[src/owm_pkg.sv]
// Shared types and constants for the 1-Wire bus master.
`timescale 1ns / 1ps

package owm_pkg;

  localparam int unsigned CfgIdxWidth  = 3;
  localparam int unsigned CfgDataWidth = 20;

  // Configuration register indexes.
  typedef enum logic [CfgIdxWidth-1:0] {
    CFG_RESET_LOW = 3'd0,
    CFG_PRES_WAIT = 3'd1,
    CFG_RECOVERY  = 3'd2,
    CFG_SLOT      = 3'd3,
    CFG_SAMPLE    = 3'd4,
    CFG_PULLUP    = 3'd5
  } owm_cfg_idx_e;

  // Command codes carried in the opcode field.
  typedef enum logic [2:0] {
    OP_TICK   = 3'd0,
    OP_RESET  = 3'd1,
    OP_WRITE  = 3'd2,
    OP_READ   = 3'd3,
    OP_PULLUP = 3'd4
  } owm_op_e;

  // Bus sequencer phases.
  typedef enum logic [3:0] {
    PH_IDLE     = 4'd0,
    PH_RST_LOW  = 4'd1,
    PH_RST_POLL = 4'd2,
    PH_RST_REC  = 4'd3,
    PH_WR_LOW   = 4'd4,
    PH_WR_HIGH  = 4'd5,
    PH_RD_LOW   = 4'd6,
    PH_RD_WAIT  = 4'd7,
    PH_RD_REST  = 4'd8,
    PH_PULLUP   = 4'd9
  } owm_phase_e;

  // Reset values of the configuration registers.
  localparam logic [11:0] ResetLowDefault  = 12'd500;
  localparam logic [11:0] PresWaitDefault  = 12'd250;
  localparam logic [11:0] RecoveryDefault  = 12'd500;
  localparam logic [7:0]  SlotDefault      = 8'd60;
  localparam logic [7:0]  SampleDefault    = 8'd4;
  localparam logic [19:0] PullupDefault    = 20'd750000;

  // One result word.
  typedef struct packed {
    logic       drive_low;
    logic       pullup_on;
    logic       busy_res;
    logic       done_res;
    logic       presence;
    logic [7:0] read_value;
    logic       rejected;
  } owm_res_t;

endpackage

[src/owm_if.sv]
// Valid/ready channel interfaces for command ticks and results.
`timescale 1ns / 1ps

interface owm_cmd_if;
  logic       valid;
  logic       ready;
  logic [2:0] opcode;
  logic [7:0] data_byte;
  logic       line_sample;

  modport source (output valid, opcode, data_byte, line_sample, input ready);
  modport sink   (input valid, opcode, data_byte, line_sample, output ready);
endinterface

interface owm_res_if;
  logic       valid;
  logic       ready;
  logic       drive_low;
  logic       pullup_on;
  logic       busy_res;
  logic       done_res;
  logic       presence;
  logic [7:0] read_value;
  logic       rejected;

  modport source (output valid, drive_low, pullup_on, busy_res, done_res, presence,
                  read_value, rejected, input ready);
  modport sink   (input valid, drive_low, pullup_on, busy_res, done_res, presence,
                  read_value, rejected, output ready);
endinterface

[src/onewire_master_controller.sv]
// 1-Wire bus master: tick-driven reset/presence, byte write/read and strong pull-up.
// Each accepted tick word loads its result word into the output register.
// Throughput: one tick word per cycle unless the result stalls; the whole phase step
// is one pass of logic between the sequencer state registers and the output register.
// Reset: rst_ni is asynchronous and active low; it idles the sequencer, clears
// presence and the read byte, and loads the default timing registers.
`timescale 1ns / 1ps

module onewire_master_controller #(
  parameter int unsigned TIMER_WIDTH = 20
) (
  input  logic                              clk_i,
  input  logic                              rst_ni,
  input  logic                              cfg_we_i,
  input  logic [owm_pkg::CfgIdxWidth-1:0]   cfg_idx_i,
  input  logic [owm_pkg::CfgDataWidth-1:0]  cfg_data_i,
  owm_cmd_if.sink                           cmd_i,
  owm_res_if.source                         res_o
);

  // Width used to compare a loaded length against the timer's maximum.
  localparam int unsigned LoadWidth = (TIMER_WIDTH > 20) ? TIMER_WIDTH : 20;
  localparam logic [TIMER_WIDTH-1:0] TimerMax = '1;

  typedef logic [TIMER_WIDTH-1:0] timer_t;

  // Load a length into the tick timer: optionally bump zero to one, then
  // saturate at the timer's maximum.
  function automatic timer_t timer_load(input logic [19:0] v, input logic at_least_one);
    logic [19:0]          w;
    logic [LoadWidth-1:0] ext;
    w   = (at_least_one && (v == 20'd0)) ? 20'd1 : v;
    ext = LoadWidth'(w);
    if (ext > LoadWidth'(TimerMax)) begin
      return TimerMax;
    end
    return TIMER_WIDTH'(ext);
  endfunction

  // ---------------------------------------------------------------------------
  // Timing registers
  // ---------------------------------------------------------------------------
  logic [11:0] reset_low_q, pres_wait_q, recovery_q;
  logic [7:0]  slot_q, sample_q;
  logic [19:0] pullup_q;

  always_ff @(posedge clk_i or negedge rst_ni) begin
    if (!rst_ni) begin
      reset_low_q <= owm_pkg::ResetLowDefault;
      pres_wait_q <= owm_pkg::PresWaitDefault;
      recovery_q  <= owm_pkg::RecoveryDefault;
      slot_q      <= owm_pkg::SlotDefault;
      sample_q    <= owm_pkg::SampleDefault;
      pullup_q    <= owm_pkg::PullupDefault;
    end else if (cfg_we_i) begin
      // Mask each write to its register's width; unknown indexes drop.
      case (cfg_idx_i)
        owm_pkg::CFG_RESET_LOW: reset_low_q <= cfg_data_i[11:0];
        owm_pkg::CFG_PRES_WAIT: pres_wait_q <= cfg_data_i[11:0];
        owm_pkg::CFG_RECOVERY:  recovery_q  <= cfg_data_i[11:0];
        owm_pkg::CFG_SLOT:      slot_q      <= cfg_data_i[7:0];
        owm_pkg::CFG_SAMPLE:    sample_q    <= cfg_data_i[7:0];
        owm_pkg::CFG_PULLUP:    pullup_q    <= cfg_data_i;
        default: ;
      endcase
    end
  end

  // ---------------------------------------------------------------------------
  // Handshake: take a word whenever the output register is free or draining.
  // ---------------------------------------------------------------------------
  logic res_valid_q;
  logic cmd_fire;

  assign cmd_i.ready = !res_valid_q || res_o.ready;
  assign cmd_fire    = cmd_i.valid && cmd_i.ready;

  // ---------------------------------------------------------------------------
  // Sequencer state
  // ---------------------------------------------------------------------------
  owm_pkg::owm_phase_e phase_q, phase_d;
  timer_t              timer_q, timer_d;
  logic [2:0]          bit_q, bit_d;
  logic [7:0]          shift_q, shift_d;
  logic                pres_q, pres_d;
  logic [7:0]          rd_byte_q, rd_byte_d;
  owm_pkg::owm_res_t   res_q, res_d;

  always_comb begin
    owm_pkg::owm_phase_e ph;
    timer_t              tm;
    logic                drive, pull, done, rej;
    logic                poll_end;

    ph        = phase_q;
    tm        = timer_q;
    bit_d     = bit_q;
    shift_d   = shift_q;
    pres_d    = pres_q;
    rd_byte_d = rd_byte_q;
    drive     = 1'b0;
    pull      = 1'b0;
    done      = 1'b0;
    rej       = 1'b0;
    poll_end  = 1'b0;

    // Command decode: a command starts only from idle, and its word is
    // also the first tick of the sequence. Unknown opcodes act as ticks.
    if ((cmd_i.opcode >= owm_pkg::OP_RESET) && (cmd_i.opcode <= owm_pkg::OP_PULLUP)) begin
      if (phase_q != owm_pkg::PH_IDLE) begin
        rej = 1'b1;
      end else begin
        unique case (cmd_i.opcode)
          owm_pkg::OP_RESET: begin
            ph = owm_pkg::PH_RST_LOW;
            tm = timer_load(20'(reset_low_q), 1'b1);
          end
          owm_pkg::OP_WRITE: begin
            shift_d = cmd_i.data_byte;
            bit_d   = 3'd0;
            ph      = owm_pkg::PH_WR_LOW;
            tm      = cmd_i.data_byte[0] ? timer_t'(1) : timer_load(20'(slot_q), 1'b1);
          end
          owm_pkg::OP_READ: begin
            bit_d = 3'd0;
            ph    = owm_pkg::PH_RD_LOW;
          end
          default: begin
            ph = owm_pkg::PH_PULLUP;
            tm = timer_load(pullup_q, 1'b1);
          end
        endcase
      end
    end

    // Phase step for this tick.
    unique case (ph)
      owm_pkg::PH_RST_LOW: begin
        drive = 1'b1;
        if (tm <= timer_t'(1)) begin
          ph = owm_pkg::PH_RST_POLL;
          tm = timer_load(20'(pres_wait_q), 1'b1);
        end else begin
          tm = tm - timer_t'(1);
        end
      end
      owm_pkg::PH_RST_POLL: begin
        // A low sample means a slave answered; stop polling at once.
        if (!cmd_i.line_sample) begin
          pres_d   = 1'b1;
          poll_end = 1'b1;
        end else if (tm <= timer_t'(1)) begin
          pres_d   = 1'b0;
          poll_end = 1'b1;
        end else begin
          tm = tm - timer_t'(1);
        end
        if (poll_end) begin
          if (recovery_q == 12'd0) begin
            ph   = owm_pkg::PH_IDLE;
            done = 1'b1;
          end else begin
            ph = owm_pkg::PH_RST_REC;
            tm = timer_load(20'(recovery_q), 1'b1);
          end
        end
      end
      owm_pkg::PH_RST_REC: begin
        if (tm <= timer_t'(1)) begin
          ph   = owm_pkg::PH_IDLE;
          done = 1'b1;
        end else begin
          tm = tm - timer_t'(1);
        end
      end
      owm_pkg::PH_WR_LOW: begin
        drive = 1'b1;
        if (tm <= timer_t'(1)) begin
          ph = owm_pkg::PH_WR_HIGH;
          tm = shift_d[0] ? timer_load(20'(slot_q), 1'b1) : timer_t'(1);
        end else begin
          tm = tm - timer_t'(1);
        end
      end
      owm_pkg::PH_WR_HIGH: begin
        if (tm <= timer_t'(1)) begin
          // Advance to the next bit, LSB first.
          shift_d = {1'b0, shift_d[7:1]};
          if (bit_d == 3'd7) begin
            ph   = owm_pkg::PH_IDLE;
            done = 1'b1;
          end else begin
            bit_d = bit_d + 3'd1;
            ph    = owm_pkg::PH_WR_LOW;
            tm    = shift_d[0] ? timer_t'(1) : timer_load(20'(slot_q), 1'b1);
          end
        end else begin
          tm = tm - timer_t'(1);
        end
      end
      owm_pkg::PH_RD_LOW: begin
        drive = 1'b1;
        ph    = owm_pkg::PH_RD_WAIT;
        tm    = timer_load(20'(sample_q), 1'b0);
      end
      owm_pkg::PH_RD_WAIT: begin
        if (tm == '0) begin
          // Sample the line into the top bit; the byte fills LSB first.
          shift_d = {cmd_i.line_sample, shift_d[7:1]};
          ph      = owm_pkg::PH_RD_REST;
          tm      = timer_load(20'(slot_q), 1'b1);
        end else begin
          tm = tm - timer_t'(1);
        end
      end
      owm_pkg::PH_RD_REST: begin
        if (tm <= timer_t'(1)) begin
          if (bit_d == 3'd7) begin
            rd_byte_d = shift_d;
            ph        = owm_pkg::PH_IDLE;
            done      = 1'b1;
          end else begin
            bit_d = bit_d + 3'd1;
            ph    = owm_pkg::PH_RD_LOW;
          end
        end else begin
          tm = tm - timer_t'(1);
        end
      end
      owm_pkg::PH_PULLUP: begin
        pull = 1'b1;
        if (tm <= timer_t'(1)) begin
          ph   = owm_pkg::PH_IDLE;
          done = 1'b1;
        end else begin
          tm = tm - timer_t'(1);
        end
      end
      default: begin
        ph = owm_pkg::PH_IDLE;
      end
    endcase

    phase_d          = ph;
    timer_d          = tm;
    res_d.drive_low  = drive;
    res_d.pullup_on  = pull;
    res_d.busy_res   = (ph != owm_pkg::PH_IDLE);
    res_d.done_res   = done;
    res_d.presence   = pres_d;
    res_d.read_value = rd_byte_d;
    res_d.rejected   = rej;
  end

  // Commit the step only on an accepted word.
  always_ff @(posedge clk_i or negedge rst_ni) begin
    if (!rst_ni) begin
      phase_q   <= owm_pkg::PH_IDLE;
      timer_q   <= '0;
      bit_q     <= 3'd0;
      shift_q   <= 8'd0;
      pres_q    <= 1'b0;
      rd_byte_q <= 8'd0;
    end else if (cmd_fire) begin
      phase_q   <= phase_d;
      timer_q   <= timer_d;
      bit_q     <= bit_d;
      shift_q   <= shift_d;
      pres_q    <= pres_d;
      rd_byte_q <= rd_byte_d;
    end
  end

  // Output register: load on accept, drop the word once it is taken.
  always_ff @(posedge clk_i or negedge rst_ni) begin
    if (!rst_ni) begin
      res_valid_q <= 1'b0;
    end else if (cmd_fire) begin
      res_valid_q <= 1'b1;
    end else if (res_o.ready) begin
      res_valid_q <= 1'b0;
    end
  end

  always_ff @(posedge clk_i) begin
    if (cmd_fire) begin
      res_q <= res_d;
    end
  end

  assign res_o.valid      = res_valid_q;
  assign res_o.drive_low  = res_q.drive_low;
  assign res_o.pullup_on  = res_q.pullup_on;
  assign res_o.busy_res   = res_q.busy_res;
  assign res_o.done_res   = res_q.done_res;
  assign res_o.presence   = res_q.presence;
  assign res_o.read_value = res_q.read_value;
  assign res_o.rejected   = res_q.rejected;

endmodule

[src/flat_wrapper.sv]
// flat-port wrapper written by rule: the top's interface ports become plain ports
module onewire_master_controller_flat 
#(
  parameter int unsigned TIMER_WIDTH = 20
)
  (clk_i, rst_ni, cfg_we_i, cfg_idx_i, cfg_data_i, cmd_i_valid, cmd_i_opcode, cmd_i_data_byte, cmd_i_line_sample, cmd_i_ready, res_o_valid, res_o_drive_low, res_o_pullup_on, res_o_busy_res, res_o_done_res, res_o_presence, res_o_read_value, res_o_rejected, res_o_ready);
  owm_cmd_if cmd_i_i ();
  owm_res_if res_o_i ();
  input  logic clk_i;
  input  logic rst_ni;
  input  logic cfg_we_i;
  input  logic [owm_pkg::CfgIdxWidth-1:0] cfg_idx_i;
  input  logic [owm_pkg::CfgDataWidth-1:0] cfg_data_i;
  input wire logic [$bits(cmd_i_i.valid)-1:0] cmd_i_valid;
  input wire logic [$bits(cmd_i_i.opcode)-1:0] cmd_i_opcode;
  input wire logic [$bits(cmd_i_i.data_byte)-1:0] cmd_i_data_byte;
  input wire logic [$bits(cmd_i_i.line_sample)-1:0] cmd_i_line_sample;
  output wire logic [$bits(cmd_i_i.ready)-1:0] cmd_i_ready;
  output wire logic [$bits(res_o_i.valid)-1:0] res_o_valid;
  output wire logic [$bits(res_o_i.drive_low)-1:0] res_o_drive_low;
  output wire logic [$bits(res_o_i.pullup_on)-1:0] res_o_pullup_on;
  output wire logic [$bits(res_o_i.busy_res)-1:0] res_o_busy_res;
  output wire logic [$bits(res_o_i.done_res)-1:0] res_o_done_res;
  output wire logic [$bits(res_o_i.presence)-1:0] res_o_presence;
  output wire logic [$bits(res_o_i.read_value)-1:0] res_o_read_value;
  output wire logic [$bits(res_o_i.rejected)-1:0] res_o_rejected;
  input wire logic [$bits(res_o_i.ready)-1:0] res_o_ready;
  assign cmd_i_i.valid = cmd_i_valid;
  assign cmd_i_i.opcode = cmd_i_opcode;
  assign cmd_i_i.data_byte = cmd_i_data_byte;
  assign cmd_i_i.line_sample = cmd_i_line_sample;
  assign cmd_i_ready = cmd_i_i.ready;
  assign res_o_valid = res_o_i.valid;
  assign res_o_drive_low = res_o_i.drive_low;
  assign res_o_pullup_on = res_o_i.pullup_on;
  assign res_o_busy_res = res_o_i.busy_res;
  assign res_o_done_res = res_o_i.done_res;
  assign res_o_presence = res_o_i.presence;
  assign res_o_read_value = res_o_i.read_value;
  assign res_o_rejected = res_o_i.rejected;
  assign res_o_i.ready = res_o_ready;
  onewire_master_controller #(.TIMER_WIDTH(TIMER_WIDTH)) u_core (.clk_i(clk_i), .rst_ni(rst_ni), .cfg_we_i(cfg_we_i), .cfg_idx_i(cfg_idx_i), .cfg_data_i(cfg_data_i), .cmd_i(cmd_i_i), .res_o(res_o_i));
endmodule
[config.mk]
export PLATFORM = sky130hd
export DESIGN_NAME = onewire_master_controller_flat
export DESIGN_NICKNAME = d
export VERILOG_FILES = /design/src/owm_pkg.sv /design/src/owm_if.sv /design/src/onewire_master_controller.sv /design/src/flat_wrapper.sv
export SDC_FILE = /design/constraint.sdc
export NUM_CORES = 1
export LEC_CHECK = 0
export BUFFER_PORTS_ARGS = -buffer_cell sky130_fd_sc_hd__buf_2
export CELL_PAD_IN_SITES_DETAIL_PLACEMENT = 0
export CELL_PAD_IN_SITES_GLOBAL_PLACEMENT = 2
export CORE_ASPECT_RATIO = 0.8
export CORE_MARGIN = 4
export CORE_UTILIZATION = 36
export DETAILED_ROUTE_END_ITERATION = 10
export PLACE_DENSITY = 0.86
export SLEW_MARGIN = 10
export SYNTH_ARGS = -nofsm -noshare
export SYNTH_HDL_FRONTEND = slang
export SYNTH_SLANG_ARGS = --single-unit
[constraint.sdc]
create_clock -name clk_i -period 4.55 [get_ports clk_i]
set_input_delay 0.455 -clock clk_i [delete_from_list [all_inputs] [get_ports clk_i]]
set_output_delay 0.455 -clock clk_i [all_outputs]
set_load 0.01 [all_outputs]
==> results.ini <==
[sta]
slew_headroom_pct=26.2
fmax_mhz=235
tns_ps=0
rsz0062_at_grt=no
clock-skew-final_ps=10.9
maxSlewViolCount=0
finalHoldViolCount=0
fin_crit_ps=4260
finalCritPeriodShare_pct=93.7
tightestPinTransition_ps=1100
finalSetupViolCount=0

[cts]
worstSkewPairLatency_ps=440
root_buffer=clkbuf_16
cts_buffers=17
cts_setup_buffers=0
clkTransAtPathRegs_ps=70
htreeDepth=4
cts_buffer_depth=2
cts_sinks=131
cts_tree=done
cts_resized=0
postCtsHoldBufs=0

[drt]
first_iter_violations=679
wl_per_cell_um=23.6
detail-route-antenna-nets=0
dr.pass1.iters=5
route.detailed.drc=0
drt_wl_total_um=27100
vias=7021
via_per_inst=6.09

[layout]
utilization_pct=43.8
fill_cells=2054
drive_above_1_share_pct=31.4
nets=914
final_cells=1152
diodes=0
area_delta_synth_final_pct=17.8

[power]
pwr_density_cell_nw_per_um2=588
peakVddDrop_v=0.000270
cellLeakagePower_uw=0.00380
switching_power_uw=2220
comb_power_share_pct=42.2
swShare_pct=41.3
p_clk_share_pct=24.5
seqPwrFrac_pct=33.3
intPower_uw=3160

[setup_path]
path_max_fanout=13
rr_startpoint=u_core.phase_q[1]$_DFFE_PN0P_
cp.depth=12
r2r_end=u_core.res_o.busy_res$_DFFE_PP_
crit_buf_inv=2
path_class=reg -> reg
cp.arrival_ps=4430
crit_path_end_kind=flop
critPathRequiredTime_ps=4720
worstSetupEndpoint=u_core.res_o.busy_res$_DFFE_PP_
setup.worst_path.start_class=flop
crit_start=u_core.phase_q[1]$_DFFE_PN0P_
reg2regPathDepth=12
path_common_cell=or4_1
crit_slowest_cell=or4_1
crit_family=simple AND/OR/NAND/NOR gates
critPathMaxStageDelay_ps=580
crit_chain=or4_1, buf_4, nor2_1, o31a_1, a221oi_1, buf_4, ha_1, or2_2, and4_1, mux2_2, or4_1, or4_1
reg2reg_slack_ps=290

[global_route]
grtUsageTotal_pct=22.9
grt_pass1_wl_um=42000
grt-ovfl-total=0
grt_start_max_net_pins=57
antenna_found_initial=0
first_global_vias=6867

[synth]
syn_avg_cell_area_um2=9.89
yosysUniqueCellTypes=72
synthArstFlopShare_pct=89.3
syn_area_um2=7780
ys_warn_count=0
synth-seq-area-share_pct=43.6
synth_ff_type=dfrtp_1
ys_seq_elements=131
synth_fp_nets=830
synth-edff-count=14
netlist_instances=786

[flow_run]
maxCapViolCount=0

[die]
fp.dieH_um=139
die_x_um=172
core_area_um2=20900
die-area_um2=24000
initial_utilization_pct=37.2
io_pins=56
rows=47

[place]
portBuffers=55
placedCellCount=1120
gp_congestion=1.01
dp_hpwl_um=20300

[run_status]
outcome=finished, final reports clean

[worst_hold_path]
hold_class=in -> async

[worst reg2reg max path: stages (launching register included)]
cell      delay, ps
dfrtp_1         370
or4_1           580
buf_4           220
nor2_1          310
o31a_1          330
a221oi_1        130
buf_4           190
ha_1            170
or2_2           320
and4_1          270
mux2_2          280
or4_1           430
or4_1           410
[cells by family after synthesis]
kind of cell    Yosys count  synth area share (%)
simple gates            258                  17.1
fa+ha+maj                 4                 0.644
xor+xnor                 15                  1.69
flops                   131                  43.6
mux                      95                  13.6
buf+inv                  51                  2.78
compound gates          232                  20.6
[power groups by stage]
stage	combinational, uW	sequential (uW)	clock [uW]
global route	2470	1820	1390
detailed placement	2220	1800	0
floorplan	1480	1690	0
finish	2270	1790	1320
CTS	2230	1780	1330
global placement	2230	1800	0
[state kept, by name, summed over array words and instances, names as in the netlist, 3 cells and up]
register,cells
u_core.shift_q,8
u_core.res_o.read_value,8
u_core.bit_q,3
u_core.pres_wait_q,12
u_core.sample_q,8
u_core.recovery_q,12
u_core.reset_low_q,12
u_core.slot_q,8
u_core.phase_q,4
u_core.rd_byte_q,8
u_core.pullup_q,20
u_core.timer_q,20
[placed cells by master, fill, tap and decap left out, drive strengths merged, types with 10 or more instances in the layout]
cell / count
nor3: 22
nand2: 56
inv: 13
mux2: 87
a22oi: 13
dfstp: 33
a221oi: 14
nor4: 18
nand3: 17
nor2: 63
xor2: 10
dfrtp: 84
a21oi: 62
or4: 10
edfxtp: 14
clkbuf: 19
o21ai: 45
buf: 106
nand2b: 12
a22o: 17
[cells in the mapped netlist, drive strengths merged (8+ instances only)]
cell	n	area share, %
buf	9	0.76
nor2b	8	0.64
mux2i	8	1.0
edfxtp	14	5.4
a21o	8	0.77
mux2	87	13
a22oi	13	1.3
dfstp	33	11
a22o	17	1.9
nand2	56	2.7
o21ai	45	2.9
a21oi	62	4.0
nor3	22	1.4
nor2	63	3.0
inv	9	0.43
nor4	18	1.5
or4	10	1.0
nand2b	12	0.97
dfrtp	84	27
clkbuf	32	1.5
nand3	17	1.1
xor2	10	1.1
a221oi	14	1.6
[per-layer routing]
| metal | wire length (um) | track usage, % | share of wire [%] | vias to the layer above |
|---|---|---|---|---|
| met5 | 0 | 0 | 0 | - |
| met4 | 795 | 8.11 | 2.9 | 0 |
| met3 | 2340 | 6.27 | 8.6 | 59 |
| met2 | 11400 | 32.0 | 42 | 296 |
| met1 | 12600 | 34.0 | 46 | 3492 |
| li1 | - | - | - | 3174 |
[how the worst min path moves through the flow]
stage	from	end	slack, ps	cells after the start
2_1_floorplan	rst_ni	u_core.bit_q[0]$_DFFE_PN0P_	160	0
3_3_place_gp	u_core.rd_byte_q[1]$_DFFE_PN0P_	u_core.rd_byte_q[1]$_DFFE_PN0P_	450	2
3_5_place_dp	u_core.rd_byte_q[3]$_DFFE_PN0P_	u_core.rd_byte_q[3]$_DFFE_PN0P_	470	2
4_1_cts	rst_ni	u_core.recovery_q[1]$_DFFE_PN0P_	90	1
5_1_grt	rst_ni	u_core.recovery_q[1]$_DFFE_PN0P_	110	1
6_report	rst_ni	u_core.recovery_q[1]$_DFFE_PN0P_	70	1
[area by class of cell]
class	instances	area [um2]	share of cell area [%]
Inverter	10	37.5	0.410
Sequential cell	131	3390	37.0
Clock buffer	19	454	4.96
Timing Repair Buffer	106	661	7.21
Tap cell	269	337	3.67
Multi-Input combinational cell	604	4180	45.6
Clock inverter	13	103	1.12
[metrics by stage]
step	instance area, um2	power (uW)	setup slack [ps]	hold WS, ps
3_5_place_dp	8610	4020	297	465
2_1_floorplan	7780	3170	58.8	159
3_3_place_gp	8610	4030	337	454
5_1_grt	9160	5680	164	115
6_report	9160	5390	286	71.5
4_1_cts	9160	5340	372	86.8
No activity file was read; power rests on OpenSTA's default activity.
